--- config.mk ---
export PLATFORM = sky130hd
export DESIGN_NAME = obu_stream_framing_scanner
export DESIGN_NICKNAME = d
export VERILOG_FILES = /design/src/design/obu_sfs_pkg.sv /design/src/design/obu_sfs_tally_mem.sv /design/src/design/obu_sfs_parser.sv /design/src/design/obu_stream_framing_scanner.sv
export VERILOG_INCLUDE_DIRS = /design/src /design/src/design
export SDC_FILE = /design/constraint.sdc
export NUM_CORES = 2
export LEC_CHECK = 0
export BUFFER_PORTS_ARGS = -buffer_cell sky130_fd_sc_hd__buf_2
export CORE_MARGIN = 2
export CORE_UTILIZATION = 60
export DETAILED_ROUTE_END_ITERATION = 7
export GPL_TIMING_DRIVEN = 0
export PLACE_DENSITY = 0.79
export SLEW_MARGIN = 5
export SYNTH_ARGS = -nofsm -noshare
export SYNTH_HDL_FRONTEND = slang
export SYNTH_HIERARCHICAL = 1
export SYNTH_SLANG_ARGS = --single-unit
--- constraint.sdc ---
create_clock -name aclk -period 10.2 [get_ports aclk]
set_input_delay 1.53 -clock aclk [delete_from_list [all_inputs] [get_ports aclk]]
set_output_delay 1.53 -clock aclk [all_outputs]
set_load 0.02 [all_outputs]
--- src/design/obu_stream_framing_scanner_assert.svh ---
// Assertion macros for the OBU framing scanner.
// Each macro has a checking form and an empty form for synthesis.
`ifndef OBU_STREAM_FRAMING_SCANNER_ASSERT_SVH
`define OBU_STREAM_FRAMING_SCANNER_ASSERT_SVH

`ifndef SYNTHESIS

// Same-cycle implication.
`define OBU_SFS_ASSERT_IMP(lbl, clk, rstn, ante, cons) \
    lbl: assert property (@(posedge clk) disable iff (!rstn) (ante) |-> (cons)) \
        else $error("obu framing scanner: assertion failed");

// Next-cycle implication.
`define OBU_SFS_ASSERT_NXT(lbl, clk, rstn, ante, cons) \
    lbl: assert property (@(posedge clk) disable iff (!rstn) (ante) |=> (cons)) \
        else $error("obu framing scanner: assertion failed");

`else

`define OBU_SFS_ASSERT_IMP(lbl, clk, rstn, ante, cons)
`define OBU_SFS_ASSERT_NXT(lbl, clk, rstn, ante, cons)

`endif

`endif

--- src/design/obu_sfs_pkg.sv ---
package obu_sfs_pkg;

    // Field widths fixed by the stream format
    localparam int TYPE_W      = 4;
    localparam int TALLY_DEPTH = 1 << TYPE_W;
    localparam int CNT_W       = 32;
    localparam int SIZE_W      = 64;
    localparam int OFS_OUT_W   = 32;

    // LEB128 limits and masks
    localparam logic [3:0] LEB_MAX_BYTES = 4'd10;
    localparam logic [7:0] LEB_VALUE_MASK = 8'h7F;
    localparam logic [TYPE_W-1:0] TYPE_SEQ_HDR = 4'd1;

    // Parser phase, one-hot
    typedef enum logic [4:0] {
        PH_HEADER  = 5'b00001,
        PH_EXT     = 5'b00010,
        PH_SIZE    = 5'b00100,
        PH_PAYLOAD = 5'b01000,
        PH_PAD     = 5'b10000
    } phase_t;

    // Status codes reported in the summary
    typedef enum logic [2:0] {
        ST_OK        = 3'd0,
        ST_FORBIDDEN = 3'd1,
        ST_NO_SIZE   = 3'd2,
        ST_TRUNC_EXT = 3'd3,
        ST_BAD_LEB   = 3'd4,
        ST_OVERRUN   = 3'd5
    } status_t;

    // Record kinds
    localparam logic KIND_UNIT    = 1'b0;
    localparam logic KIND_SUMMARY = 1'b1;

    typedef struct packed {
        logic [7:0] byte_value;
        logic       end_of_stream;
    } in_item_t;

    typedef struct packed {
        logic              record_kind;
        logic [TYPE_W-1:0] unit_type;
        logic [31:0]       payload_start;
        logic [63:0]       payload_length;
        logic [31:0]       type_tally;
        logic [2:0]        status_code;
        logic [31:0]       unit_total;
        logic [31:0]       seqhdr_total;
        logic [31:0]       seqhdr_offset;
        logic [63:0]       seqhdr_length;
        logic              final_flag;
    } out_item_t;

    // Request from the parser to the per-type tally memory
    typedef struct packed {
        logic              rd_en;
        logic [TYPE_W-1:0] rd_addr;
        logic              wr_en;
        logic [TYPE_W-1:0] wr_addr;
        logic [CNT_W-1:0]  wr_data;
        logic              clear;
    } tally_req_t;

endpackage

--- src/design/obu_sfs_tally_mem.sv ---
`include "obu_stream_framing_scanner_assert.svh"

module obu_sfs_tally_mem
    import obu_sfs_pkg::*;
(
    input  logic             aclk,
    input  logic             aresetn,
    input  tally_req_t       req,
    output logic [CNT_W-1:0] rd_data
);

    logic [CNT_W-1:0]       mem [TALLY_DEPTH];
    logic [TALLY_DEPTH-1:0] valid_reg;
    logic [CNT_W-1:0]       rd_data_reg;

    // Per-entry valid bits; a cleared entry reads as zero
    always_ff @(posedge aclk) begin
        if (!aresetn || req.clear) begin
            valid_reg <= '0;
        end else if (req.wr_en) begin
            valid_reg[req.wr_addr] <= 1'b1;
        end
    end

    // Write port
    always_ff @(posedge aclk) begin
        if (req.wr_en) begin
            mem[req.wr_addr] <= req.wr_data;
        end
    end

    // Registered read port, held until the next read
    always_ff @(posedge aclk) begin
        if (req.rd_en) begin
            rd_data_reg <= valid_reg[req.rd_addr] ? mem[req.rd_addr] : '0;
        end
    end

    assign rd_data = rd_data_reg;

    `OBU_SFS_ASSERT_NXT(a_clear_empties, aclk, aresetn, req.clear, valid_reg == '0)

endmodule

--- src/design/obu_sfs_parser.sv ---
`include "obu_stream_framing_scanner_assert.svh"

module obu_sfs_parser
    import obu_sfs_pkg::*;
#(
    parameter int OFFSET_BITS = 32
)
(
    input  logic             aclk,
    input  logic             aresetn,
    input  logic             accept,
    input  in_item_t         item,
    output logic             res_valid,
    output out_item_t        result,
    output tally_req_t       tally_req,
    input  logic [CNT_W-1:0] tally_rd
);

    phase_t                 phase_reg, phase_next;
    status_t                err_reg, err_next;
    logic [TYPE_W-1:0]      type_reg, type_next;
    logic [SIZE_W-1:0]      acc_reg, acc_next;
    logic [3:0]             idx_reg, idx_next;
    logic [SIZE_W-1:0]      left_reg, left_next;
    logic [OFFSET_BITS-1:0] offs_reg, offs_next;
    logic [OFFSET_BITS-1:0] start_reg, start_next;
    logic [CNT_W-1:0]       total_reg, total_next;
    logic [CNT_W-1:0]       seq_cnt_reg, seq_cnt_next;
    logic [OFFSET_BITS-1:0] seq_off_reg, seq_off_next;
    logic [SIZE_W-1:0]      seq_len_reg, seq_len_next;

    logic [7:0]        b;
    logic              eos;
    logic              done;
    logic [6:0]        shamt_full;
    logic [SIZE_W-1:0] acc_new;
    logic [SIZE_W-1:0] left_dec;
    logic [3:0]        idx_inc;
    logic [CNT_W-1:0]  tally_new;

    assign b   = item.byte_value;
    assign eos = item.end_of_stream;

    // LEB128 accumulate and payload countdown datapath
    assign shamt_full = 7'(idx_reg) * 7'd7;
    assign acc_new    = acc_reg | (SIZE_W'(b & LEB_VALUE_MASK) << shamt_full[5:0]);
    assign left_dec   = left_reg - SIZE_W'(1);
    assign idx_inc    = idx_reg + 4'd1;
    assign tally_new  = tally_rd + CNT_W'(1);

    // Per-byte parse step
    always_comb begin
        phase_next   = phase_reg;
        err_next     = err_reg;
        type_next    = type_reg;
        acc_next     = acc_reg;
        idx_next     = idx_reg;
        left_next    = left_reg;
        start_next   = start_reg;
        total_next   = total_reg;
        seq_cnt_next = seq_cnt_reg;
        seq_off_next = seq_off_reg;
        seq_len_next = seq_len_reg;
        offs_next    = offs_reg + OFFSET_BITS'(1);
        done         = 1'b0;
        tally_req    = '0;

        if (err_reg == ST_OK) begin
            unique case (phase_reg)
                PH_EXT: begin
                    phase_next = PH_SIZE;
                end
                PH_SIZE: begin
                    acc_next = acc_new;
                    idx_next = idx_inc;
                    if (!b[7]) begin
                        start_next = offs_next;
                        if (acc_new == '0) begin
                            done       = 1'b1;
                            phase_next = PH_HEADER;
                        end else begin
                            left_next  = acc_new;
                            phase_next = PH_PAYLOAD;
                        end
                    end else if (idx_inc >= LEB_MAX_BYTES) begin
                        err_next = ST_BAD_LEB;
                    end
                end
                PH_PAYLOAD: begin
                    left_next = left_dec;
                    if (left_dec == '0) begin
                        done       = 1'b1;
                        phase_next = PH_HEADER;
                    end
                end
                PH_PAD: begin
                    if (b != 8'd0) begin
                        err_next = ST_NO_SIZE;
                    end
                end
                default: begin
                    // header byte; unknown phase codes land here too
                    if (b == 8'd0) begin
                        phase_next = PH_PAD;
                    end else if (b[7]) begin
                        err_next = ST_FORBIDDEN;
                    end else if (!b[1]) begin
                        err_next = ST_NO_SIZE;
                    end else begin
                        type_next         = b[6:3];
                        acc_next          = '0;
                        idx_next          = '0;
                        phase_next        = b[2] ? PH_EXT : PH_SIZE;
                        tally_req.rd_en   = accept;
                        tally_req.rd_addr = b[6:3];
                    end
                end
            endcase

            // stream ends inside a unit
            if (eos && err_next == ST_OK) begin
                if (phase_next == PH_EXT) begin
                    err_next = ST_TRUNC_EXT;
                end else if (phase_next == PH_SIZE) begin
                    err_next = ST_BAD_LEB;
                end else if (phase_next == PH_PAYLOAD) begin
                    err_next = ST_OVERRUN;
                end
            end
        end

        // unit completion: counters and tally write-back
        if (done) begin
            total_next = total_reg + CNT_W'(1);
            if (type_reg == TYPE_SEQ_HDR) begin
                if (seq_cnt_reg == '0) begin
                    seq_off_next = start_next;
                    seq_len_next = acc_next;
                end
                seq_cnt_next = seq_cnt_reg + CNT_W'(1);
            end
            tally_req.wr_en   = accept;
            tally_req.wr_addr = type_reg;
            tally_req.wr_data = tally_new;
        end
        tally_req.clear = accept && eos;
    end

    // Result item
    always_comb begin
        res_valid             = eos || done;
        result.record_kind    = eos ? KIND_SUMMARY : KIND_UNIT;
        result.unit_type      = done ? type_reg : '0;
        result.payload_start  = done ? OFS_OUT_W'(start_next) : '0;
        result.payload_length = done ? acc_next : '0;
        result.type_tally     = done ? tally_new : '0;
        result.status_code    = eos ? err_next : ST_OK;
        result.unit_total     = total_next;
        result.seqhdr_total   = seq_cnt_next;
        result.seqhdr_offset  = OFS_OUT_W'(seq_off_next);
        result.seqhdr_length  = seq_len_next;
        result.final_flag     = 1'b1;
    end

    // State registers; end of stream returns everything to reset
    always_ff @(posedge aclk) begin
        if (!aresetn || (accept && eos)) begin
            phase_reg   <= PH_HEADER;
            err_reg     <= ST_OK;
            type_reg    <= '0;
            acc_reg     <= '0;
            idx_reg     <= '0;
            left_reg    <= '0;
            offs_reg    <= '0;
            start_reg   <= '0;
            total_reg   <= '0;
            seq_cnt_reg <= '0;
            seq_off_reg <= '0;
            seq_len_reg <= '0;
        end else if (accept) begin
            phase_reg   <= phase_next;
            err_reg     <= err_next;
            type_reg    <= type_next;
            acc_reg     <= acc_next;
            idx_reg     <= idx_next;
            left_reg    <= left_next;
            offs_reg    <= offs_next;
            start_reg   <= start_next;
            total_reg   <= total_next;
            seq_cnt_reg <= seq_cnt_next;
            seq_off_reg <= seq_off_next;
            seq_len_reg <= seq_len_next;
        end
    end

    `OBU_SFS_ASSERT_IMP(a_write_only_on_done, aclk, aresetn, tally_req.wr_en, accept && res_valid)
    `OBU_SFS_ASSERT_NXT(a_error_sticky, aclk, aresetn, (err_reg != ST_OK) && !(accept && eos), err_reg == $past(err_reg))
    `OBU_SFS_ASSERT_NXT(a_eos_resets, aclk, aresetn, accept && eos, (phase_reg == PH_HEADER) && (total_reg == '0))

endmodule

--- src/design/obu_stream_framing_scanner.sv ---
// OBU framing scanner for size-delimited byte streams.
//
// Input channel (s_valid/s_ready/s_data): one stream byte per request with an
// end-of-stream flag. Result channel (m_valid/m_ready/m_data): a unit record
// on each non-end byte that completes an OBU, and a summary record on the end byte.
// At most one result per input byte.
//
// Throughput: one byte per clock unless a stalled result holds s_ready low.
// The per-type tally lives in a 16-entry memory with a registered read; the
// read is issued on the header byte and the write-back happens on the
// completing byte, at least one byte later, so it never stalls the stream.
// A result is registered at the edge that accepts its byte and drives m_valid.
//
// Reset (aresetn low, synchronous) and every end-of-stream byte return the
// parser to the header phase and clear all counts; tally entries are cleared
// by resetting their valid bits, so no clearing pass is needed.
// When the receiver stalls, the result waits in the output register and
// s_ready drops until it is taken; s_ready stays high while it drains.
`include "obu_stream_framing_scanner_assert.svh"

module obu_stream_framing_scanner
    import obu_sfs_pkg::*;
#(
    parameter int OFFSET_BITS = 32
)
(
    input  logic      aclk,
    input  logic      aresetn,
    input  logic      s_valid,
    output logic      s_ready,
    input  in_item_t  s_data,
    output logic      m_valid,
    input  logic      m_ready,
    output out_item_t m_data
);

    logic             s_acc;
    logic             res_valid;
    out_item_t        result;
    tally_req_t       tally_req;
    logic [CNT_W-1:0] tally_rd;
    logic             m_valid_reg;
    out_item_t        m_data_reg;

    assign s_ready = !m_valid_reg || m_ready;
    assign s_acc   = s_valid && s_ready;

    obu_sfs_parser #(
        .OFFSET_BITS(OFFSET_BITS)
    ) u_parser (
        .aclk      (aclk),
        .aresetn   (aresetn),
        .accept    (s_acc),
        .item      (s_data),
        .res_valid (res_valid),
        .result    (result),
        .tally_req (tally_req),
        .tally_rd  (tally_rd)
    );

    obu_sfs_tally_mem u_tally (
        .aclk    (aclk),
        .aresetn (aresetn),
        .req     (tally_req),
        .rd_data (tally_rd)
    );

    // Output register
    always_ff @(posedge aclk) begin
        if (!aresetn) begin
            m_valid_reg <= 1'b0;
        end else if (s_acc && res_valid) begin
            m_valid_reg <= 1'b1;
        end else if (m_ready) begin
            m_valid_reg <= 1'b0;
        end
    end

    always_ff @(posedge aclk) begin
        if (s_acc && res_valid) begin
            m_data_reg <= result;
        end
    end

    assign m_valid = m_valid_reg;
    assign m_data  = m_data_reg;

    `OBU_SFS_ASSERT_NXT(a_result_registered, aclk, aresetn, s_acc && res_valid, m_valid_reg)

endmodule

==> out/summary.txt <==
status = finished with violations
failing checks = capacitance limit, slew limit
CP top delay family = buffers and inverters
CTS tree = done
post-CTS repair timing setup buffer count = 0
Root Buffer = clkbuf_16
worst skew pair latency = 0.71 ns
final setup violation count = 0
commonest non-fill, non-tap cell in the layout = edfxtp_1
Hold Path Cell Cnt = 2
Placeable Area = 89600 sq um
routability cong. = 1.03
vias in the first global route = 40200
Critical-path top delay cell = o221ai_1
worst rel slew slack = -0.00846
clock network power share = 0.443
Critical R2R Launch = u_parser/idx_reg[2]
Least-Margin Pin Slew = 1.51 ns
area delta synth->final = 14.9%
sequential-to-total area share from yosys stat = 0.610
Primary FF master, synth = edfxtp_1
number of flops mapped to enable cells by yosys = 841
initial antenna violation count = 16
Critical Path RT = 10.59 ns
CTS max path bufs = 3
Antenna Nets Post-Route = 0
most frequent cells in the layout = edfxtp_1 (841), nor2_1 (452), dfxtp_1 (385), a21oi_1 (365), buf_2 (348)
vias per cell = 6.82
Worst Path Max Fanout = 10
largest net degree at the start of global routing = 39
critical path type = reg2reg
HPWL Detailed = 128000 um
Critical Path Start Type = flip-flop
drt drc = 0
reg2reg end = u_tally/mem[4][22]
Buffers & Inverters on Critical Path = 9
Hold WS = 0.461 ns
hold_buf cts = 0
initial core utilization = 0.603
FMAX = 104 MHz
Post-DP Area = 57900 sq um
Yosys reg bits = 1226
Die Width = 304 um
WHS Endpoint = u_parser/start_reg[1]
Syn. warnings = 6
Reg2Reg Depth = 21
Sequential Power Share = 0.510
Avg Inst Size Synth = 12.1 sq um
Die Span Y = 304 um
GRT Overall Usage = 0.387
RSZ-0062 raised after global routing = no
I/O Pins = 312
Cells after Synth = 4468
design area = 62000 sq um
PortBufs = 309
Pleak = 21.8 nW
layout net count = 4974
First-pass DRT Iterations = 7
Num CTS Buffers = 117
Crit. End Element = flip-flop
Reg clk slew, reported paths = 0.06 ns
PwrDens = 169 nW/um^2
Slew Limit Fails = 8
Worst Hold Class = reg2reg
share of post-route cells with drive strength above 1 = 0.178
site row count = 110
Sum Neg Setup Slack = 0 ns
flop2flop setup slack = 0.59 ns
most frequent CP cell = clkbuf_1
Final period util = 0.942
final hold violations = 0
CP cell instances = fa_1 -> ha_1 -> fa_1 -> clkbuf_1 -> clkbuf_1 -> clkinv_1 -> o221ai_1 -> a222oi_1 -> nand4_1 -> a211oi_1 -> and4_1 -> a32oi_1 -> buf_2 -> buf_2 -> clkbuf_1 -> nor2b_1 -> buf_4 -> nand3b_1 -> nor3_2 -> buf_4 -> buf_6
Max rail drop VDD = 0.203 mV
ys async rst share = 0
Int Power = 8.19 mW
worst hold start = u_parser/start_reg[1]
switching share of total power = 0.220
synthesized cell area = 54000 sq um
first-pass GRT wire length = 265000 um
Switch Pwr = 2.31 mW
average wire per cell in the routed design = 29.3 um
CTS resizes = 0
combinational share of power = 0.048
Arrival @ worst endpoint = 10.00 ns
via count = 42500
Sink Count = 1226
min Tclk post-route = 9.61 ns
Distinct cells, synth = 93
clk_skew = 0.0338 ns
Total Wirelength = 183000 um
First DRT Iteration DRCs = 6484
Largest stage delay, worst path = 1.19 ns
die area = 92400 sq um
syn_nets = 4499
H-tree depth = 3
Largest register FFs = 512
MaxCap Viol Count = 1
final design utilization = 0.692
grt ovf = 0
==> worst max path at each step <==
stage,startpoint,end,slack [ns],cells past startpoint
6_report,u_parser/idx_reg[2],u_tally/mem[4][22],0.59,21
4_1_cts,u_parser/idx_reg[2],u_tally/mem[4][22],0.94,21
3_5_place_dp,u_parser/idx_reg[2],u_tally/mem[4][22],1.06,21
2_1_floorplan,u_parser/left_reg[7],m_data[0],0.83,16
3_3_place_gp,s_data[6],u_tally/mem[0][29],-4.48,16
5_1_grt,u_parser/idx_reg[2],u_tally/mem[4][22],0.48,21
==> Yosys cell counts (14+ instances only) <==
cell type	instances	share of area
mux2i_1	86	0.016
a21oi_1	365	0.034
and2_1	20	0.0023
nand4_1	37	0.0043
buf_2	37	0.0034
o22ai_1	44	0.0051
o21ai_0	264	0.024
xnor2_1	47	0.0076
a211oi_1	39	0.0054
clkbuf_1	238	0.017
or4_1	52	0.0072
ha_1	14	0.0032
mux4_2	134	0.056
nor3_1	149	0.014
or3_1	57	0.0066
buf_1	22	0.0015
nand2_1	180	0.013
inv_1	29	0.0020
a22oi_1	73	0.010
o31ai_1	54	0.0075
nor4_1	52	0.0060
nor2b_1	34	0.0039
nand3_1	174	0.016
a31oi_1	25	0.0029
nor2_1	464	0.032
nand2b_1	17	0.0020
and3_1	39	0.0045
nor4b_1	14	0.0023
edfxtp_1	841	0.47
or2_2	15	0.0017
o21a_1	36	0.0050
dfxtp_1	385	0.14
buf_4	49	0.0068
xor2_1	122	0.020
mux2_2	66	0.014
==> power by group through the flow <==
stage | logic [mW] | clock network, mW | registers [mW]
2_1_floorplan | 0.237 | 0 | 5.51
3_3_place_gp | 0.465 | 0 | 5.47
3_5_place_dp | 0.485 | 0 | 5.45
4_1_cts | 0.490 | 4.67 | 5.35
5_1_grt | 0.517 | 4.86 | 5.35
6_report | 0.503 | 4.65 | 5.35
==> cell families after synthesis <==
logic type      synth area share
compound gates             0.113
buf+inv                   0.0329
other cells            0.0000694
fa+ha+maj                0.00473
flops                      0.610
mux                       0.0862
simple gates               0.126
xor+xnor                  0.0274
==> final cells by class <==
| cell class | instances | area, sq um |
|---|---|---|
| flip-flops and latches | 1226 | 33000 |
| fillers | 6231 | 27600 |
| multi-input cells | 2854 | 19400 |
| clock buffers | 154 | 3230 |
| repair buffers | 356 | 2280 |
| plain buffers | 358 | 1670 |
| well taps | 1176 | 1470 |
| clock inverters | 66 | 880 |
| inverters | 30 | 113 |
| diodes | 9 | 22.5 |
==> metal layers <==
| layer | GRT usage | wire [um] |
|---|---|---|
| met1 | 0.513 | 66100 |
| met2 | 0.603 | 83500 |
| met3 | 0.0822 | 21800 |
| met4 | 0.212 | 11000 |
| met5 | 0 | 40 |
==> metrics by stage <==
step           power (mW)  instances  setup slack, ns
6_report             10.5       6229            0.590
5_1_grt              10.7       6226            0.480
3_3_place_gp         5.93       5953            -4.48
4_1_cts              10.5       6220            0.938
2_1_floorplan        5.75       4468            0.833
3_5_place_dp         5.94       6000             1.06
==> worst register-to-register path, stage by stage (launching register included) <==
cell and delay, ns:
dfxtp_1 0.51, fa_1 0.48, ha_1 0.26, fa_1 0.55, clkbuf_1 0.32, clkbuf_1 0.49, clkinv_1 0.43, o221ai_1 1.19
a222oi_1 0.24, nand4_1 0.20, a211oi_1 0.08, and4_1 0.26, a32oi_1 0.51, buf_2 0.39, buf_2 0.38, clkbuf_1 0.57
nor2b_1 0.27, buf_4 0.22, nand3b_1 0.41, nor3_2 0.93, buf_4 0.39, buf_6 0.21
Power figures use the tool's default switching activity.
